### src/fsc_queue.sv
`timescale 1ns / 1ps
`default_nettype none
// ----------------------------------------------------------------------------
// fsc_queue: small register FIFO
// Push/full on the write side, pop/empty on the read side, data shown at head.
// ----------------------------------------------------------------------------
module fsc_queue #(
  parameter int WIDTH = 8,
  parameter int DEPTH = 2
) (
  input  wire logic             clk,
  input  wire logic             rst_n,
  input  wire logic             push,
  input  wire logic [WIDTH-1:0] din,
  output logic                  full,
  input  wire logic             pop,
  output logic [WIDTH-1:0]      dout,
  output logic                  empty
);

  localparam int PTR_W = (DEPTH > 1) ? $clog2(DEPTH) : 1;
  localparam int CNT_W = $clog2(DEPTH + 1);

  logic [WIDTH-1:0] mem_r [DEPTH];
  logic [PTR_W-1:0] wr_ptr_r, rd_ptr_r;
  logic [CNT_W-1:0] cnt_r, cnt_nxt;
  logic             do_push, do_pop;

  assign full    = (cnt_r == CNT_W'(DEPTH));
  assign empty   = (cnt_r == '0);
  assign dout    = mem_r[rd_ptr_r];
  assign do_push = push && !full;
  assign do_pop  = pop && !empty;

  always_comb begin
    cnt_nxt = cnt_r;
    if (do_push && !do_pop) cnt_nxt = cnt_r + CNT_W'(1);
    else if (!do_push && do_pop) cnt_nxt = cnt_r - CNT_W'(1);
  end

  always_ff @(posedge clk) begin
    if (!rst_n) begin
      wr_ptr_r <= '0;
      rd_ptr_r <= '0;
      cnt_r    <= '0;
    end else begin
      cnt_r <= cnt_nxt;
      if (do_push)
        wr_ptr_r <= (wr_ptr_r == PTR_W'(DEPTH - 1)) ? '0 : wr_ptr_r + PTR_W'(1);
      if (do_pop)
        rd_ptr_r <= (rd_ptr_r == PTR_W'(DEPTH - 1)) ? '0 : rd_ptr_r + PTR_W'(1);
    end
  end

  always_ff @(posedge clk) begin
    if (do_push) mem_r[wr_ptr_r] <= din;
  end

endmodule
`default_nettype wire

### config.mk
export PLATFORM = sky130hd
export DESIGN_NAME = fsc_queue
export DESIGN_NICKNAME = d
export VERILOG_FILES = /design/src/fsc_queue.sv
export SDC_FILE = /design/constraint.sdc
export NUM_CORES = 1
export LEC_CHECK = 0
export BUFFER_PORTS_ARGS = -buffer_cell sky130_fd_sc_hd__buf_4
export CORE_UTILIZATION = 45
export CTS_CLUSTER_DIAMETER = 80
export DETAILED_ROUTE_END_ITERATION = 7
export PLACE_DENSITY = 0.7
export SLEW_MARGIN = 20
export SYNTH_ARGS = -nofsm -noshare
export SYNTH_HDL_FRONTEND = slang
export SYNTH_SLANG_ARGS = --single-unit
### constraint.sdc
create_clock -name clk -period 2.6 [get_ports clk]
set_input_delay 0.26 -clock clk [delete_from_list [all_inputs] [get_ports clk]]
set_output_delay 0.26 -clock clk [all_outputs]
set_load 0.05 [all_outputs]
==> metrics.log <==
INFO  metric run_status = completed
INFO  metric met3_usage_grt = 0.02857
INFO  metric startpoint_type = flip-flop
INFO  metric area_growth_syn_to_layout = 25.81%
INFO  metric crit_path_max_fanout = 8
INFO  metric timing.final.hold_violations = 0
INFO  metric synth.top_cells.by_area = sky130_fd_sc_hd__edfxtp_1, sky130_fd_sc_hd__dfxtp_1, sky130_fd_sc_hd__mux2_2, sky130_fd_sc_hd__and2_1, sky130_fd_sc_hd__xnor2_1
INFO  metric insertedDiodeCount = 0
INFO  metric cts_made_buffers = 3
INFO  metric mappedNetlistNets = 63
INFO  metric irDropWorstVdd = 634.9 uV
INFO  metric drive_gt1_frac = 0.4595
INFO  metric post-synth-top-area-fraction = 0.5935
INFO  metric fin_crit_sh = 0.6479
INFO  metric fin_setup_tns = 0 ns
INFO  metric gr-max-usage-layer = met2
INFO  metric netlist.top_cell.by_area = sky130_fd_sc_hd__edfxtp_1
INFO  metric drc_errors = 0
INFO  metric grt-ovfl-total = 0
INFO  metric via_count = 454
INFO  metric detail-route-antenna-nets = 0
INFO  metric grt_max_degree = 12
INFO  metric layout_common_cells = sky130_fd_sc_hd__buf_4, sky130_fd_sc_hd__edfxtp_1, sky130_fd_sc_hd__mux2_2, sky130_fd_sc_hd__dfxtp_1
INFO  metric clock_transition_time_at_the_flip_flop_clock_pins_of_the_worst_setup_and_hold_paths = 0.11 ns
INFO  metric grt_pass1_vias = 427
INFO  metric placement.setup.worst_slack = 1.038 ns
INFO  metric antenna_found_initial = 0
INFO  metric drt-total-wl = 1.125 mm
INFO  metric starting_density_of_the_core = 0.5078
INFO  metric core_area = 1594 um2
INFO  metric overall_global_routing_resource_usage = 0.1323
INFO  metric drtIter0Drc = 7
INFO  metric max_cap_viol_count = 0
INFO  metric cp.required = 2.34 ns
INFO  metric leading_cell_type_in_the_layout_fill_and_taps_excluded = sky130_fd_sc_hd__buf_4
INFO  metric clock_skew = 0.009816 ns
INFO  metric power = 1.112 mW
INFO  metric root_buffer = sky130_fd_sc_hd__clkbuf_4
INFO  metric cellLeakagePower = 0.3968 nW
INFO  metric max_freq = 593.6 MHz
INFO  metric post-route-min-period = 1.685 ns
INFO  metric die_width = 44.42 um
INFO  metric postLayoutCoreUtil = 0.6389
INFO  metric die_height = 44.42 um
INFO  metric ys_ff_latch = 21
INFO  metric criticalPathCategory = flip-flop to output port
INFO  metric tightestPinTransition = 0.6977 ns
INFO  metric synth_area_per_cell = 16.19 um2
INFO  metric clkLatencyLatePin = 0.29 ns
INFO  metric final_cell_count_no_fill = 98
INFO  metric num_rows = 14
INFO  metric setup_ws = 0.9153 ns
INFO  metric port_buffers = 21
INFO  metric yosys_warnings = 0
INFO  metric clkSinkCount = 21
INFO  metric ys.flop_type = sky130_fd_sc_hd__edfxtp_1
INFO  metric place_congestion = 0.6858
INFO  metric die_area = 1973 um2
INFO  metric crit_path_end_kind = output port
INFO  metric max-clock-path-buffers = 2
INFO  metric boundaryPins = 22
INFO  metric grtUsageMet1 = 0.1731
INFO  metric finalSetupViolations = 0
INFO  metric cts_post_setup_buffers_inserted = 0
INFO  metric detail_route.wl_per_cell = 11.48 um
INFO  metric arrival = 1.42 ns
INFO  metric post_synth_inst_count = 50
INFO  metric dp_cells = 94
INFO  metric detail_route.first_pass.iterations = 4
INFO  metric final-max-slew-violation-count = 0
INFO  metric share_of_synthesized_area_occupied_by_flip_flops_and_latches = 0.7172
INFO  metric total_nets_final = 88
INFO  metric synth.cell_area = 809.5 um2
INFO  metric slew-limit-headroom = 0.5324
INFO  metric hold_class = primary input to flip-flop
INFO  metric power_per_cell_area = 1092 nW/um2
INFO  metric cts_tree = yes
INFO  metric ys_async_sr_fraction = 0
INFO  metric grt_first_pass_wirelength = 1.787 mm
INFO  metric via_per_inst = 4.633
INFO  metric cts_hold_buf = 0
INFO  metric netlist-cell-type-count = 20
INFO  metric dp_hpwl = 838.1 um
INFO  metric synth_enable_flop_cells = 16
INFO  metric setup_repair_after_global_routing_missed_its_margin = false
INFO  metric cts_repair_resizes = 0
INFO  metric grtUsageMet2 = 0.1971
INFO  metric ctsHtreeMaxLevel = 1
-- synthesized netlist by cell type (2+ instances only) --
master,instances
sky130_fd_sc_hd__dfxtp_1,5
sky130_fd_sc_hd__mux2_2,8
sky130_fd_sc_hd__xnor2_1,2
sky130_fd_sc_hd__nor2_1,2
sky130_fd_sc_hd__and2_1,3
sky130_fd_sc_hd__edfxtp_1,16
-- path summary, 6_finish.rpt --
path	from	to	slack, ns	cells after the start
worst min register to register	cnt_r[1]	cnt_r[1]	0.53	2
worst min-delay path	din[1]	mem_r[0][1]	0.14	1
worst max register to register	cnt_r[0]	mem_r[0][6]	1.03	3
worst max-delay path	flip-flop	dout[2]	0.92	2
-- worst max-delay path: stages, from the launching register on --
cell and delay, ns:
sky130_fd_sc_hd__dfxtp_1 0.56, sky130_fd_sc_hd__mux2_2 0.38, sky130_fd_sc_hd__buf_4 0.19
-- cells by family (layout without fill, tap and decap cells) --
| kind of cell | Yosys count | after routing | share of synthesized area |
|---|---|---|---|
| buf+inv | 3 | 27 | 0.01544 |
| compound gates | 5 | 5 | 0.04018 |
| simple gates | 9 | 9 | 0.06803 |
| mux | 8 | 8 | 0.1113 |
| flops | 21 | 21 | 0.7172 |
| xor+xnor | 3 | 3 | 0.03246 |
| fa+ha+maj | 1 | 1 | 0.01545 |
-- state kept, by name, indices dropped and copies added (netlist names), named ones only --
register,flops
mem_r,16
cnt_r,2
rd_ptr_r,1
wr_ptr_r,1
-- routing by layer --
layer / wire length [um] / up-vias
met2: 550 / 10
met1: 522 / 213
met5: 0 / -
met4: 15 / 0
li1: - / 229
met3: 37 / 2
-- cell type report --
type,instances,area (um2)
clock buffer,4,26.28
fill,131,575.6
inverter,2,7.507
multi-input combinational,26,216.5
sequential,21,580.6
tap,24,30.03
timing repair buffer,21,157.7
-- through the flow --
stage / hold slack (ns) / instance area, um2
floorplan: 0.3589 / 809.5
CTS: 0.1378 / 1018
finish: 0.1443 / 1018
detailed placement: 0.4477 / 992.2
global placement: 0.4448 / 992.2
global route: 0.1257 / 1018
-- power by group --
group / leakage, nW / switching [mW] / internal [mW] / total (mW)
clock network: 0.0150 / 0.0881 / 0.0595 / 0.148
registers: 0.191 / 0.0442 / 0.428 / 0.473
logic: 0.191 / 0.308 / 0.184 / 0.492
total: 0.397 / 0.441 / 0.671 / 1.11
No activity file was read; power rests on OpenSTA's default activity.
